==> config.mk <==
export PLATFORM = sky130hd
export DESIGN_NAME = rsm_div
export DESIGN_NICKNAME = d
export VERILOG_FILES = /design/src/rtl/core/rsm_pkg.sv /design/src/rtl/core/rsm_div.sv
export SDC_FILE = /design/constraint.sdc
export NUM_CORES = 1
export LEC_CHECK = 0
export ABC_CLOCK_PERIOD_IN_PS = 4800
export CORE_AREA = 2 2 138 140
export DETAILED_ROUTE_END_ITERATION = 10
export DIE_AREA = 0 0 140 142
export DONT_BUFFER_PORTS = 1
export PLACE_DENSITY_LB_ADDON = 0.12
export SETUP_SLACK_MARGIN = 0.15
export SKIP_CTS_REPAIR_TIMING = 1
export SYNTH_ARGS = -nofsm -noshare
export SYNTH_HDL_FRONTEND = slang
export SYNTH_SLANG_ARGS = --single-unit
==> constraint.sdc <==
create_clock -name clk -period 4.8 [get_ports clk]
set_input_delay 0.48 -clock clk [delete_from_list [all_inputs] [get_ports clk]]
set_output_delay 0.48 -clock clk [all_outputs]
set_load 0.005 [all_outputs]
==> src/rtl/core/rsm_pkg.sv <==
// shared types and constants of the rpn stack machine
`timescale 1ns / 1ps
package rsm_pkg;

  localparam int unsigned StackDepthDef = 64;
  localparam int unsigned VarCountDef   = 256;
  localparam int unsigned WordW         = 32;

  typedef enum logic [4:0] {
    OP_PUSH   = 5'd0,
    OP_LOAD   = 5'd1,
    OP_NOT    = 5'd2,
    OP_OR     = 5'd3,
    OP_AND    = 5'd4,
    OP_ADD    = 5'd5,
    OP_SUB    = 5'd6,
    OP_MUL    = 5'd7,
    OP_DIV    = 5'd8,
    OP_EQ     = 5'd9,
    OP_LT     = 5'd10,
    OP_GT     = 5'd11,
    OP_LE     = 5'd12,
    OP_GE     = 5'd13,
    OP_NE     = 5'd14,
    OP_ASSIGN = 5'd15,
    OP_GO     = 5'd16,
    OP_FGO    = 5'd17,
    OP_WRITE  = 5'd18,
    OP_READ   = 5'd19
  } opcode_t;

  typedef enum logic [2:0] {
    ST_OK      = 3'd0,
    ST_UNDEF   = 3'd1,
    ST_DIVZERO = 3'd2,
    ST_UNDER   = 3'd3,
    ST_OVER    = 3'd4,
    ST_BADOP   = 3'd5,
    ST_HALTED  = 3'd6
  } status_t;

  // stack cell movement
  typedef enum logic [2:0] {
    CMD_HOLD,
    CMD_PUSH,
    CMD_POP1,
    CMD_POP2,
    CMD_BIN,
    CMD_SET
  } cell_cmd_t;

  typedef enum logic [2:0] {
    S_CLEAR,
    S_IDLE,
    S_EXEC,
    S_MUL,
    S_DIV,
    S_FIN
  } state_t;

endpackage

==> src/rtl/core/rsm_div.sv <==
// iterative signed truncating divider, one quotient bit per cycle
`timescale 1ns / 1ps
module rsm_div (
  input  logic                      clk,
  input  logic                      rst_n,
  input  logic                      start,
  input  logic [rsm_pkg::WordW-1:0] dividend,
  input  logic [rsm_pkg::WordW-1:0] divisor,
  output logic                      done,
  output logic [rsm_pkg::WordW-1:0] quotient
);

  localparam int unsigned W  = rsm_pkg::WordW;
  localparam int unsigned CW = $clog2(W + 1);

  logic [W-1:0]  rem_r, rem_nxt, quo_r, quo_nxt, dvs_r, dvs_nxt;
  logic [CW-1:0] cnt_r, cnt_nxt;
  logic          neg_r, neg_nxt, busy_r, busy_nxt, done_r, done_nxt;
  logic [W:0]    shifted, trial;

  always_comb begin
    shifted  = {rem_r, quo_r[W-1]};
    trial    = shifted - {1'b0, dvs_r};
    rem_nxt  = rem_r;
    quo_nxt  = quo_r;
    dvs_nxt  = dvs_r;
    cnt_nxt  = cnt_r;
    neg_nxt  = neg_r;
    busy_nxt = busy_r;
    done_nxt = 1'b0;
    if (start) begin
      rem_nxt  = '0;
      quo_nxt  = dividend[W-1] ? (~dividend + 1'b1) : dividend;
      dvs_nxt  = divisor[W-1] ? (~divisor + 1'b1) : divisor;
      neg_nxt  = dividend[W-1] ^ divisor[W-1];
      cnt_nxt  = CW'(W);
      busy_nxt = 1'b1;
    end else if (busy_r) begin
      if (!trial[W]) begin
        rem_nxt = trial[W-1:0];
        quo_nxt = {quo_r[W-2:0], 1'b1};
      end else begin
        rem_nxt = shifted[W-1:0];
        quo_nxt = {quo_r[W-2:0], 1'b0};
      end
      cnt_nxt = cnt_r - 1'b1;
      if (cnt_r == CW'(1)) begin
        busy_nxt = 1'b0;
        done_nxt = 1'b1;
      end
    end
  end

  always_ff @(posedge clk) begin
    if (!rst_n) begin
      busy_r <= 1'b0;
      done_r <= 1'b0;
    end else begin
      busy_r <= busy_nxt;
      done_r <= done_nxt;
    end
    rem_r <= rem_nxt;
    quo_r <= quo_nxt;
    dvs_r <= dvs_nxt;
    cnt_r <= cnt_nxt;
    neg_r <= neg_nxt;
  end

  assign done     = done_r;
  assign quotient = neg_r ? (~quo_r + 1'b1) : quo_r;

endmodule
* Word level (Yosys, flattened, before mapping)
Index checks and enable logic that the tools add are counted.
Word-level totals: input port bits 67, bits in registers 105, logic and storage cells 33, output and inout port bits 33
Operators by class: multiplexer cells 11, bitwise operators 6, eq/ne operators 1, reduce and logical (&&, ||, !) cells 2, add/sub/neg operators 5
Operators by type and width (count):
- $mux W32 | 5
- $add A32 B1 Y32 const B | 3
- $not A32 Y32 | 3
- $sub A33 B32 Y33 | 1
- $mux W31 | 1
- $eq A6 B1 Y1 const B | 1
- $sub A6 B1 Y6 const B | 1
- $mux W1 | 5
- $reduce_or A3 Y1 | 1
- $not A1 Y1 | 2
- $reduce_bool A2 Y1 | 1
- $xor A1 B1 Y1 | 1

* Depth between registers and ports, before layout
depth after elaboration 4, mapped depth 15, gate-level depth less buffers 12

* Least setup slack after synthesis
Ideal clock, no wire load.
path kind reg2out, start reg quo_r[5], end out quotient[28] (netlist bit), stages on the path, launching flop included 10, arrival time 3.174 ns, path buffers 0, required time 4.320 ns, path slack 1.146 ns, path through edfxtp_1 or4_4 nor4_4 nand2_1 or4_1 or4_4 or3_4 or3_4 o21ai_2 xnor2_1
Between the ends: longest elaborated chain between the ends 3
RTL lines:
- start, declared | line rsm_div.sv:16 | logic [W-1:0] rem_r, rem_nxt, quo_r, quo_nxt, dvs_r, dvs_nxt;
- start signal, assigned | line rsm_div.sv:63 | quo_r <= quo_nxt;
- $not A32 Y32 | line rsm_div.sv:70 | assign quotient = neg_r ? (~quo_r + 1'b1) : quo_r;
- $add A32 B1 Y32 | line rsm_div.sv:70
- $mux W32 | line rsm_div.sv:70
- end, declared | line rsm_div.sv:10 | output logic [rsm_pkg::WordW-1:0] quotient
No other way between the ends.

* Final worst setup path
start reg quo_r[4], end out quotient[30] (netlist bit)
The elaborated chain is that of the path after synthesis.

==> results by group <==
Run status
  • Outcome: finished with violations
  • Violations in the final reports: design-rule violations

Route
  • DR vias: 6414
  • Average routed wire per standard cell: ~17 um
  • Post-Route WL: 19.2 mm
  • TritonRoute pass-1 iters: 8
  • Initial DRC Count: 360
  • DRC errors left: 2
  • Antenna Nets Post-Route: 0
  • Post-DR vias/cell: 5.81

Power and ir drop
  • Max VDD drop: between 0.15 and 0.2 mV
  • Leakage power: between 3 and 4 nW
  • Final Power: 2.61 mW
  • Power Dens Cells: 319 nW/um^2

Die
  • Effective utilization at floorplan: 0.419
  • Total core area: 18500 um^2
  • Ports: 100
  • Cell row count: 50
  • Die width: about 140 um
  • Area of the die: 19900 um^2
  • Die Height: 142 um

STA
  • Max Transition Viols Final: 0
  • Clock skew after layout: 0.0137 ns
  • Transition at the pin with the smallest max-transition slack: 1.15 ns
  • Highest achievable clock rate: around 0.23 GHz
  • Final count of hold timing violations: 0
  • Number of failing setup endpoints in the final timing report: 0
  • Part of the cycle the worst path needs: 0.891
  • Rel. slew slack: 0.234
  • Worst hold slack: 0.221 ns
  • RSZ-0062 raised after global routing: no
  • Summed negative setup slack over all endpoints: 0 ns
  • Period minus WS final: roughly 4.3 ns

Hold path
  • Class of the worst hold path: primary input to flip-flop
  • Launch point of the worst hold path: divisor[0]

Critical path
  • Launching element of the worst setup path: quo_r[4]
  • Worst reg2reg startpoint: quo_r[31]
  • Kind of capture point of the worst setup path: output pin
  • R2R Setup Slk: 0.78 ns
  • CP max-delay cell: or4_4
  • Data arrival, critical path: 3.79 ns
  • CP peak stage delay: 0.59 ns
  • Data required, critical path: 4.32 ns
  • Launching element type of the critical path: flip-flop
  • Critical-path maximum fanout: 4
  • Worst-path cell chain: or4_4 > nor4_4 > nand2_1 > or4_1 > or4_4 > or3_4 > or3_4 > o21ai_2 > xnor2_1
  • WS Path Type: flip-flop to output pin

Cells and area
  • Filler Cell Count: 1812
  • Final-stage net count: 970
  • Share of final-layout standard cells stronger than drive strength 1: 0.0517
  • Leading cell types in the layout, fill and taps excluded: nand2_1 (93), nor2_1 (77), xnor2_1 (70)
  • Most common library cell in the layout ignoring fill and taps: nand2_1
  • Area Overhead vs Synth: 6.07%
  • Antenna Cells: 0

Synthesis
  • Ranking of synthesized cells by area: edfxtp_1 (25%), dfxtp_1 (10%), xnor2_1 (7.9%)
  • Post-synthesis net count: 995
  • Gate count after technology mapping: 890
  • Most used DFF post-synth: edfxtp_1
  • Area leader, netlist: edfxtp_1
  • Count of different cell masters after synthesis: 67
  • Post-synthesis sequential area ratio: 0.356
  • Post-synth EDFFs: 65
  • Number of synthesized register bits: 105
  • Area fraction of the dominant cell type after synthesis: 0.253
  • Warnings from Yosys: 0
  • Avg Cell Area, Syn: 8.68 um^2
  • Synthesized cell area: roughly 7700 um^2
  • Async set-reset flop share out of synthesis: 0

Global route
  • Total GRT Usage: 0.194
  • Maximum number of pins on one net before global-route repair: 132
  • Wire length of the first global-routing pass: about 31 mm
  • Number of antenna violations at the first check in global routing: 0
  • Vias in the first global route: 6206
  • Overflow left after global routing: 0

Clock network
  • Maximum clock path buffer count: 2
  • CTS tree: yes
  • Library cell used as clock root buffer: clkbuf_16
  • Total number of clock tree sinks: around 110
  • Clock buffers created by TritonCTS: 9
  • H-tree depth: 3
  • Worst-path clk slew: roughly 0.08 ns
  • Skew-Pair Late Insertion Delay: 0.36 ns

Place
  • Routability congestion estimate from global placement: 0.900
  • HPWL Detailed: 14.3 mm
  • Number of port buffers: 0

Flow run
  • # Max-Cap Violations: 0
## worst max-delay path, delay by kind of cell (launching register included)
| kind | cells | cell delay (ns) |
|---|---|---|
| compound gates | 1 | 0.13 |
| xor+xnor | 1 | 0.16 |
| flops | 1 | 0.46 |
| simple gates | 7 | 2.69 |
## synthesized netlist by cell type (all sizes together) (3+ instances only)
cell type,n
nand3,9
nor2,77
nor4,8
a32oi,3
nand3b,3
a311oi,18
dfxtp,40
clkbuf,37
xor2,41
edfxtp,65
ha,37
nand2b,6
a21oi,69
o21a,14
o31ai,25
nand4,4
o41ai,14
a21o,12
mux2i,4
nor2b,8
xnor2,70
nor3,13
o211ai,5
a21boi,6
inv,51
or4,19
and3,8
a211oi,6
nand2,93
buf,7
or3,25
o21bai,4
o21ai,55
## where the power goes
group          internal (mW)  switching [mW]
combinational          0.304           0.407
sequential              1.07          0.0938
clock                  0.376           0.362
## kinds of logic (layout without fill, tap and decap cells)
| kind of cell | count (synthesis) | in the layout | synth area share |
|---|---|---|---|
| flip-flops | 105 | 105 | 0.356 |
| buffers and inverters | 95 | 75 | 0.0466 |
| adder cells (fa/ha/maj) | 38 | 38 | 0.0625 |
| XOR/XNOR | 111 | 111 | 0.126 |
| AND/OR/NAND/NOR | 282 | 282 | 0.182 |
| multiplexers | 5 | 5 | 0.00664 |
| AO/OA/AOI/OAI | 254 | 254 | 0.220 |
## path summary, 6_finish.rpt
| check | to | cells past startpoint |
|---|---|---|
| worst max-delay path | quotient[30] | 9 |
| worst max register to register | rem_r[23] | 13 |
| worst min register to register | rem_r[16] | 2 |
| worst min-delay path | dvs_r[0] | 0 |
## per-layer routing
metal  wire length (um)  global-route usage  part of all wire  vias up
met1               9420               0.269              0.49     3057
li1                   -                   -                 -     3188
met4                256              0.0665             0.013        0
met2               8740               0.308              0.45      148
met5                  0                   0                 0        -
met3                799              0.0316             0.042       21
## area by class of cell
class | count | area [um^2] | area share
Timing Repair Buffer | 8 | 60.1 | 0.00733
Clock buffer | 12 | 248 | 0.0302
Inverter | 51 | 191 | 0.0234
Sequential cell | 105 | 2750 | 0.336
Multi-Input combinational cell | 690 | 4610 | 0.563
Tap cell | 234 | 293 | 0.0357
Clock inverter | 4 | 36.3 | 0.00443
## metrics by stage
step	instances	worst slack (ns)	area, um^2	utilization
after floorplan	890	1.15	7720	-
after global placement	1088	0.897	7910	0.429
after detailed placement	1088	0.793	7910	0.429
after CTS	1104	0.545	8190	0.444
after global routing	1104	0.393	8190	0.444
final	1104	0.525	8190	0.444
## flip-flops by register name, indices dropped and copies added (netlist names)
signal,cells
busy_r,1
cnt_r,6
done,1
dvs_r,32
neg_r,1
quo_r,32
rem_r,32
Note: power is estimated with default switching activity, not from simulation.
