## src/rtl/core/rsm_pkg.sv

```systemverilog
// shared types and constants of the rpn stack machine
`timescale 1ns / 1ps
package rsm_pkg;

  localparam int unsigned StackDepthDef = 64;
  localparam int unsigned VarCountDef   = 256;
  localparam int unsigned WordW         = 32;

  typedef enum logic [4:0] {
    OP_PUSH   = 5'd0,
    OP_LOAD   = 5'd1,
    OP_NOT    = 5'd2,
    OP_OR     = 5'd3,
    OP_AND    = 5'd4,
    OP_ADD    = 5'd5,
    OP_SUB    = 5'd6,
    OP_MUL    = 5'd7,
    OP_DIV    = 5'd8,
    OP_EQ     = 5'd9,
    OP_LT     = 5'd10,
    OP_GT     = 5'd11,
    OP_LE     = 5'd12,
    OP_GE     = 5'd13,
    OP_NE     = 5'd14,
    OP_ASSIGN = 5'd15,
    OP_GO     = 5'd16,
    OP_FGO    = 5'd17,
    OP_WRITE  = 5'd18,
    OP_READ   = 5'd19
  } opcode_t;

  typedef enum logic [2:0] {
    ST_OK      = 3'd0,
    ST_UNDEF   = 3'd1,
    ST_DIVZERO = 3'd2,
    ST_UNDER   = 3'd3,
    ST_OVER    = 3'd4,
    ST_BADOP   = 3'd5,
    ST_HALTED  = 3'd6
  } status_t;

  // stack cell movement
  typedef enum logic [2:0] {
    CMD_HOLD,
    CMD_PUSH,
    CMD_POP1,
    CMD_POP2,
    CMD_BIN,
    CMD_SET
  } cell_cmd_t;

  typedef enum logic [2:0] {
    S_CLEAR,
    S_IDLE,
    S_EXEC,
    S_MUL,
    S_DIV,
    S_FIN
  } state_t;

endpackage

```

## src/rtl/core/rsm_cell.sv

```systemverilog
// one operand stack cell, shifts with its neighbours
`timescale 1ns / 1ps
module rsm_cell #(
  parameter bit IS_TOP = 1'b0
) (
  input  logic                     clk,
  input  rsm_pkg::cell_cmd_t       cmd,
  input  logic [rsm_pkg::WordW-1:0] up_in,
  input  logic [rsm_pkg::WordW-1:0] dn1_in,
  input  logic [rsm_pkg::WordW-1:0] dn2_in,
  output logic [rsm_pkg::WordW-1:0] q
);

  logic [rsm_pkg::WordW-1:0] q_r, q_nxt;

  always_comb begin
    case (cmd)
      rsm_pkg::CMD_PUSH: q_nxt = up_in;
      rsm_pkg::CMD_POP1: q_nxt = dn1_in;
      rsm_pkg::CMD_POP2: q_nxt = dn2_in;
      rsm_pkg::CMD_BIN:  q_nxt = IS_TOP ? up_in : dn1_in;
      rsm_pkg::CMD_SET:  q_nxt = IS_TOP ? up_in : q_r;
      default:           q_nxt = q_r;
    endcase
  end

  always_ff @(posedge clk) begin
    q_r <= q_nxt;
  end

  assign q = q_r;

endmodule

```

## config.mk

```make
export PLATFORM = sky130hd
export DESIGN_NAME = rsm_cell
export DESIGN_NICKNAME = d
export VERILOG_FILES = /design/src/rtl/core/rsm_pkg.sv /design/src/rtl/core/rsm_cell.sv
export SDC_FILE = /design/constraint.sdc
export NUM_CORES = 1
export LEC_CHECK = 0
export BUFFER_PORTS_ARGS = -buffer_cell sky130_fd_sc_hd__buf_2
export CORE_AREA = 2 2 73 75
export CTS_CLUSTER_DIAMETER = 30
export DETAILED_ROUTE_END_ITERATION = 8
export DIE_AREA = 0 0 75 77
export PLACE_DENSITY = 0.84
export SLEW_MARGIN = 10
export SYNTH_ARGS = -nofsm -noshare
export SYNTH_HDL_FRONTEND = slang
export SYNTH_SLANG_ARGS = --single-unit
```

## constraint.sdc

```tcl
create_clock -name clk -period 6.65 [get_ports clk]
set_clock_uncertainty 0.15 [all_clocks]
set_input_delay 0.3325 -clock clk [delete_from_list [all_inputs] [get_ports clk]]
set_output_delay 0.3325 -clock clk [all_outputs]
set_load 0.005 [all_outputs]
```

Word-level counts from Yosys, hierarchy flattened
Index checks and enable logic that the tools add are counted.
Word-level totals
  word-level logic and storage cells: 8
  register bits after elaboration: 32
Operators by class
  equal/unequal tests: 4
  reduce and logical (&&, ||, !) cells: 2
  muxes and demuxes: 1
Operators with widths (number)
  one-hot mux 32 bit (3 select lines): 1
  == test 3 x 2 -> 1 bit, second input constant: 2
  == test 3 x 1 -> 1 bit, second input constant: 1
  == test 3 bit, second input constant: 1
  nonzero test 3 bit: 1
  OR reduction 2 bit: 1

Logic depth before layout (Yosys ltp)
Gate-level depths: netlist of run 1.
  depth in word-level cells: 3
  mapped depth: 5
  gate-level depth less buffers: 3

Worst setup path after synthesis of run 1
Ideal clock, no wire load.
  path type: input to register
  from: in cmd[0]
  to: reg q_r (netlist bit q[0]) (enable)
  arrival: 2578 ps
  path slack: 3486 ps
  library setup time: 436 ps
  stages on the path: 4
  data required time: 6064 ps
  path through: buf_2 > buf_1 > nor2_1 > xnor2_1
Between the ends
  longest elaborated chain between the ends: 3
  elaborated cells on any way between the ends: 6
  classes of those cells: eq/ne (4); reduce/logical (2)
Ends and longest elaborated chain
  start: declaration: RTL line rsm_cell.sv:7  | input rsm_pkg::cell_cmd_t cmd,
  == test 3 bit / == test 3 x 2 -> 1 bit (equally long branches): RTL line rsm_cell.sv:17  | case (cmd)
  OR reduction 2 bit (no line)
  nonzero test 3 bit (no line) (*)
  end signal: assignment: RTL line rsm_cell.sv:28  | q_r <= q_nxt;
  end: declaration: RTL line rsm_cell.sv:14  | logic [rsm_pkg::WordW-1:0] q_r, q_nxt;
Every way passes the cells marked *; elsewhere a longest branch is shown, timed or not.
A chain may end at the register's enable or synchronous reset.

Final worst setup path of run 1
  from: in cmd[0]
  to: reg q_r (netlist bit q[19]) (enable)
Same word-level chain as after synthesis.

==> results of run 1 <==
[final timing paths]
| path | from | endpoint | slack (ns) | cells past startpoint |
|---|---|---|---|---|
| min | dn1_in[9] | q[9]$_DFFE_PP_ | 0.28 | 3 |
| max | cmd[0] | q[19]$_DFFE_PP_ | 4.11 | 5 |
[cells in the final DEF (no fill, tap or decap)]
| cell type | synthesis | layout |
|---|---|---|
| buf_4 | 5 | 4 |
| mux2i_1 | 32 | 32 |
| clkbuf_8 | 0 | 5 |
| a211oi_1 | 2 | 2 |
| edfxtp_1 | 32 | 32 |
| clkinv_2 | 0 | 1 |
| nor3_1 | 32 | 32 |
| a211oi_2 | 30 | 30 |
| buf_2 | 8 | 131 |
| nand2b_1 | 32 | 32 |
| nor2_1 | 33 | 33 |
| xnor2_2 | 1 | 2 |
| xor2_4 | 1 | 1 |
| clkbuf_1 | 2 | 1 |
[cell type report]
class / count / area share
Multi-Input combinational cell: 164 / 0.409
Sequential cell: 32 / 0.313
Timing Repair Buffer: 135 / 0.224
Tap cell: 70 / 0.0286
Clock buffer: 6 / 0.0237
Clock inverter: 1 / 0.00163
[layer usage]
layer  vias to the layer above  global-route usage  wire, µm
li1                       1035                   -         -
met1                       994               0.224      2190
met2                        86               0.391      3020
met3                         6              0.0552       427
met4                         0              0.0607        75
met5                         -                   0         0
[cell families (layout without fill, tap and decap cells)]
group,count (synthesis),count (layout)
DFF,32,32
buffers and inverters,21,142
and+or+nand+nor,97,97
xor gates and xnor gates,3,3
muxes,32,32
AOI/OAI and AO/OA,32,32
[where the power goes]
| group | internal (mW) | switching (mW) | total, mW |
|---|---|---|---|
| Clock | 0.0710 | 0.0639 | 0.135 |
| Sequential | 0.265 | 0.00874 | 0.273 |
| Combinational | 0.0832 | 0.0896 | 0.173 |
| Total | 0.419 | 0.162 | 0.581 |
==> results.yml, run 1 <==
status:
  status: "completed"
power_and_ir_drop:
  power_density_nw_per_um2: 189
  leakage_nw: 1.34
  peakVddDrop_uv: 112
  finalPower_uw: 581
worst_setup_path:
  critical_path_class: "in -> reg"
  crit_top_cell: "buf_4"
  worstPathArrival_ns: 2.34
  crit_family: "buffers and inverters"
  critPathCaptureType: "flip-flop"
  critPathSlowestCell: "xnor2_2"
  start_kind: "input port"
  path_max_fanout: 65
  critPathBufInv: 3
  crit_chain: "buf_2, buf_4, nor2_1, xnor2_2, buf_4"
  worstPathRequired_ns: 6.45
  cpPeakStageDelay_ns: 0.72
timing:
  worst_pin_slew_ns: 0.882
  hold_violations: 0
  rsz0062_at_grt: "false"
  slew_headroom: 0.409
  period_share: 0.382
  period_needed_ns: 2.54
  setup_violations: 0
  clock.fmax_ghz: 0.394
  hold_ws_ns: 0.283
  slew_violations: 0
  fin_tns_setup_ns: 0
  fin_ws_ns: 4.11
routing:
  drc_errors: 0
  vias: 2121
  first_pass_iters: 4
  drt-total-wl_um: 5710
  drt-wirelength-per-cell_um: 14.0
  ant_nets: 0
  drtIter0Drc: 116
  viasPerCell: 5.20
clock_tree:
  numCtsBuffers: 5
  clk_pin_slew_ns: 0.06
  cts_tree: "built"
  cts-root-buf: "clkbuf_8"
  clock_sinks: 32
  htreeDepth: 2
  hold_buffers: 0
  postCtsSetupRepairBufs: 0
  cts.path.max_buffers: 2
  ctsResizeCount: 0
logic_synthesis:
  yosys-top-cells-area: "edfxtp_1 (41%), a211oi_2 (16%), mux2i_1 (14%)"
  syn_area_per_cell_um2: 10.7
  synthArstFlopShare: 0
  synth_common_cells: "nor2_1 (33), edfxtp_1 (32), mux2i_1 (32), nand2b_1 (32), nor3_1 (32)"
  syn-cell-area_um2: 2320
  synth_edf_count: 32
  synth.distinct_cells: 15
  synth_flop_cell: "edfxtp_1"
  syn_nets: 317
  synth_top_area_share: 0.414
  synth_simple_gate_area_share: 0.208
  synth-seq-area-share: 0.414
  synth_top_family_by_area: "simple AND/OR/NAND/NOR gates"
  synth-compound-area-share: 0.168
  synthXorXnorAreaFrac: 0.0226
  synth_fa_ha_area_frac: 0
  ys.warnings.count: 0
  synthCells: 217
  synth_mux_area_frac: 0.138
  yosys.area.top_type: "edfxtp_1"
  synth.most_common_cell: "nor2_1"
  synth.ff_latch_count: 32
finish:
  multi_input_area_um2: 1250
  final_cells: 408
  largest_reg_flops: 32
  seq_area_um2: 961
  diodes: 0
  drive_above_1_share: 0.515
  area_growth_pct: 32.0
  utilization: 0.616
  fin_nets: 438
  nFillCells: 437
  design_area_um2: 3070
global_routing:
  antenna_found_initial: 0
  track_usage: 0.210
  grt_overflow: 0
  grt_pass1_wl_um: 9540
  first_global_vias: 2274
  grt_max_degree: 66
die:
  initial_core_util: 0.467
  die_x_um: 75
  dieArea_um2: 5780
  dieHeight_um: 77
  ios: 132
  rows: 26
  coreArea_um2: 4980
flow_run:
  drv_cap: 0
placement:
  dpl_worst_slack_ns: 3.80
  io_buffers: 131
  dp.cells: 401
  dp_hpwl_um: 4070
  place_area_um2: 2990
  gp_congestion: 0.846
worst_hold_path:
  holdCritPathClass: "in -> reg"
No activity file was read; power rests on OpenSTA's default activity.
==> inputs of run 2 (changes only) <==
--- a/config.mk
+++ b/config.mk
@@ -5,12 +5,13 @@
 export SDC_FILE = /design/constraint.sdc
 export NUM_CORES = 1
 export LEC_CHECK = 0
+export ABC_AREA = 1
 export BUFFER_PORTS_ARGS = -buffer_cell sky130_fd_sc_hd__buf_2
-export CORE_AREA = 2 2 73 75
+export CORE_AREA = 2 2 69 71
 export CTS_CLUSTER_DIAMETER = 30
 export DETAILED_ROUTE_END_ITERATION = 8
-export DIE_AREA = 0 0 75 77
-export PLACE_DENSITY = 0.84
+export DIE_AREA = 0 0 71 73
+export PLACE_DENSITY = 0.79
 export SLEW_MARGIN = 10
 export SYNTH_ARGS = -nofsm -noshare
 export SYNTH_HDL_FRONTEND = slang
==> constraint.sdc (replaced) <==
create_clock -name clk -period 2.6 [get_ports clk]
set_clock_uncertainty 0.15 [all_clocks]
set_input_delay 0.13 -clock clk [delete_from_list [all_inputs] [get_ports clk]]
set_output_delay 0.13 -clock clk [all_outputs]
set_load 0.005 [all_outputs]
==> run 2 against run 1 <==
Against the previous run:
- global-route usage is 0.51 points higher
- combinational power rose by 88%
- synthesized cell count down 14%
- non-clock buffer count grew 19
- wire length is 0.67% lower
- sequential power increased by 150%
- final cell count decreased by 5.6%
- core utilization is 1.8 points lower
- setup slack worse by 3.1 ns
- design area down 11%
- die area is 10% lower
- critical endpoint is now q[31]$_DFFE_PP_
==> results.yml, run 2 <==
finish:
  final_cells: 385
  area_growth_pct: 56.5
  nFillCells: 397
  drive_above_1_share: 0.453
  fin_nets: 430
  largest_reg_flops: 32
  utilization: 0.599
  final_cell_mix: "buf_2 (131), nand3_1 (64), nand2_1 (33), nand4_1 (32), edfxtp_1 (32)"
  final_common_cell: "buf_2"
  diodes: 0
clock_tree:
  htreeDepth: 2
  cts_tree: "built"
  cts-root-buf: "clkbuf_8"
  cts.path.max_buffers: 2
  numCtsBuffers: 5
  postCtsSetupRepairBufs: 0
  clk_pin_slew_ns: 0.06
  clock_sinks: 32
worst_setup_path:
  crit_end: "q[31]$_DFFE_PP_"
  worstPathRequired_ns: 2.43
  critical_path_class: "in -> reg"
  critPathCaptureType: "flip-flop"
  start_kind: "input port"
  crit_path_start: "cmd[0]"
  path_max_fanout: 33
  worstPathArrival_ns: 1.37
global_routing:
  track_usage: 0.215
  grt_pass1_wl_um: 8830
  first_global_vias: 1984
  antenna_found_initial: 0
  grt_max_degree: 34
  grt_overflow: 0
timing:
  period_share: 0.594
  setup_violations: 0
  fin_tns_setup_ns: 0
  period_needed_ns: 1.54
  worst_pin_slew_ns: 0.539
  slew_headroom: 0.640
  fin_ws_ns: 1.06
  hold_ws_ns: 0.00733
  rsz0062_at_grt: "false"
  hold_violations: 0
  slew_violations: 0
  clock.fmax_ghz: 0.648
power_and_ir_drop:
  peakVddDrop_uv: 222
  power_density_nw_per_um2: 532
  leakage_nw: 1.29
routing:
  ant_nets: 0
  drt-total-wl_um: 5670
  first_pass_iters: 4
  drc_errors: 0
  viasPerCell: 5.38
  drtIter0Drc: 197
  drt-wirelength-per-cell_um: 14.7
  vias: 2070
placement:
  dp_hpwl_um: 3850
  dpl_worst_slack_ns: 0.754
  gp_congestion: 0.806
  io_buffers: 131
  dp.cells: 362
logic_synthesis:
  synthCells: 187
  synth.distinct_cells: 11
  synth_top_area_share: 0.554
  synthArstFlopShare: 0
  synth.most_common_cell: "nand3_1"
  synth_common_cells: "nand3_1 (64), nand2_1 (33), edfxtp_1 (32), nand4_1 (32), buf_2 (13)"
  syn_area_per_cell_um2: 9.28
  syn-cell-area_um2: 1740
  ys.warnings.count: 0
  synth_flop_cell: "edfxtp_1"
  syn_nets: 287
  yosys-top-cells-area: "edfxtp_1 (55%), nand3_1 (18%), nand4_1 (12%)"
  yosys.area.top_type: "edfxtp_1"
  synth.ff_latch_count: 32
  synth-seq-area-share: 0.554
  synth_edf_count: 32
flow_run:
  drv_cap: 0
worst_hold_path:
  holdCritPathClass: "in -> reg"
die:
  dieHeight_um: 73
  die_x_um: 71
  dieArea_um2: 5180
  coreArea_um2: 4540
  rows: 25
  ios: 132
  initial_core_util: 0.383
status:
  status: "completed"
-- run 2: cell types whose count changed in the layout (fill, tap and decap cells not counted), sizes merged, moves of 15 or more --
cell,previous run,this run
nand3,0,66
nand2,0,34
nor2,33,0
a211oi,32,0
mux2i,32,0
nand2b,32,0
nand4,0,32
nor3,32,0
dlygate4sd3,0,15
-- run 2: metal layers --
| metal | share of wire | GRT usage | wire length, µm |
|---|---|---|---|
| met2 | 0.50 | 0.373 | 2810 |
| met1 | 0.39 | 0.256 | 2220 |
| met5 | 0 | 0 | 0 |
| met3 | 0.094 | 0.0552 | 536 |
| met4 | 0.019 | 0.0881 | 107 |
-- run 2: metrics by stage --
step,cell area (µm²),total power [mW]
4_1_cts,2720,1.46
5_1_grt,2720,1.52
3_3_place_gp,2460,0.987
2_1_floorplan,1740,0.811
3_5_place_dp,2460,0.992
6_report,2720,1.45
-- run 2: worst min-delay path by stage --
| stage | startpoint | endpoint | slack (ns) | cells after the start |
|---|---|---|---|---|
| global placement | dn2_in[23] | q[23]$_DFFE_PP_ | 0.27 | 3 |
| detailed placement | dn2_in[24] | q[24]$_DFFE_PP_ | 0.27 | 3 |
| floorplan | dn2_in[0] | q[0]$_DFFE_PP_ | 0.18 | 2 |
| global route | dn2_in[4] | q[4]$_DFFE_PP_ | 0.007 | 3 |
| CTS | dn2_in[2] | q[2]$_DFFE_PP_ | 0.0003 | 3 |
| finish | dn2_in[4] | q[4]$_DFFE_PP_ | 0.007 | 3 |
-- run 2: timing repair --
action / 4_1_cts / 5_1_grt
endpoints found under the hold margin: 15 / 0
gates resized for setup: 0 / 0
hold buffers: 15 / 0
-- run 2: where the power goes --
part	internal, mW	total (mW)	leakage [nW]	switching (mW)
combinational	0.161	0.326	0.923	0.165
sequential	0.657	0.673	0.310	0.0163
clock	0.279	0.446	0.0532	0.167
-- run 2: layout make-up --
cell class / count / area [µm²] / area share
multi-input cells: 133 / 687 / 0.253
repair buffers: 154 / 878 / 0.324
clock inverters: 3 / 37.5 / 0.0138
inverters: 4 / 15.0 / 0.00553
well taps: 54 / 67.6 / 0.0249
clock buffers: 5 / 68.8 / 0.0253
flip-flops and latches: 32 / 961 / 0.354
-- run 2: worst max-delay path, stage by stage --
cell	delay, ns
buf_2	0.12
inv_2	0.26
nand3_2	0.11
buf_4	0.26
o21ai_4	0.25
buf_12	0.23
-- run 2: cell families after synthesis --
logic type / share of synthesized area
AND/OR/NAND/NOR: 0.386
flip-flops: 0.554
buffers and inverters: 0.0570
AO/OA/AOI/OAI: 0.00288
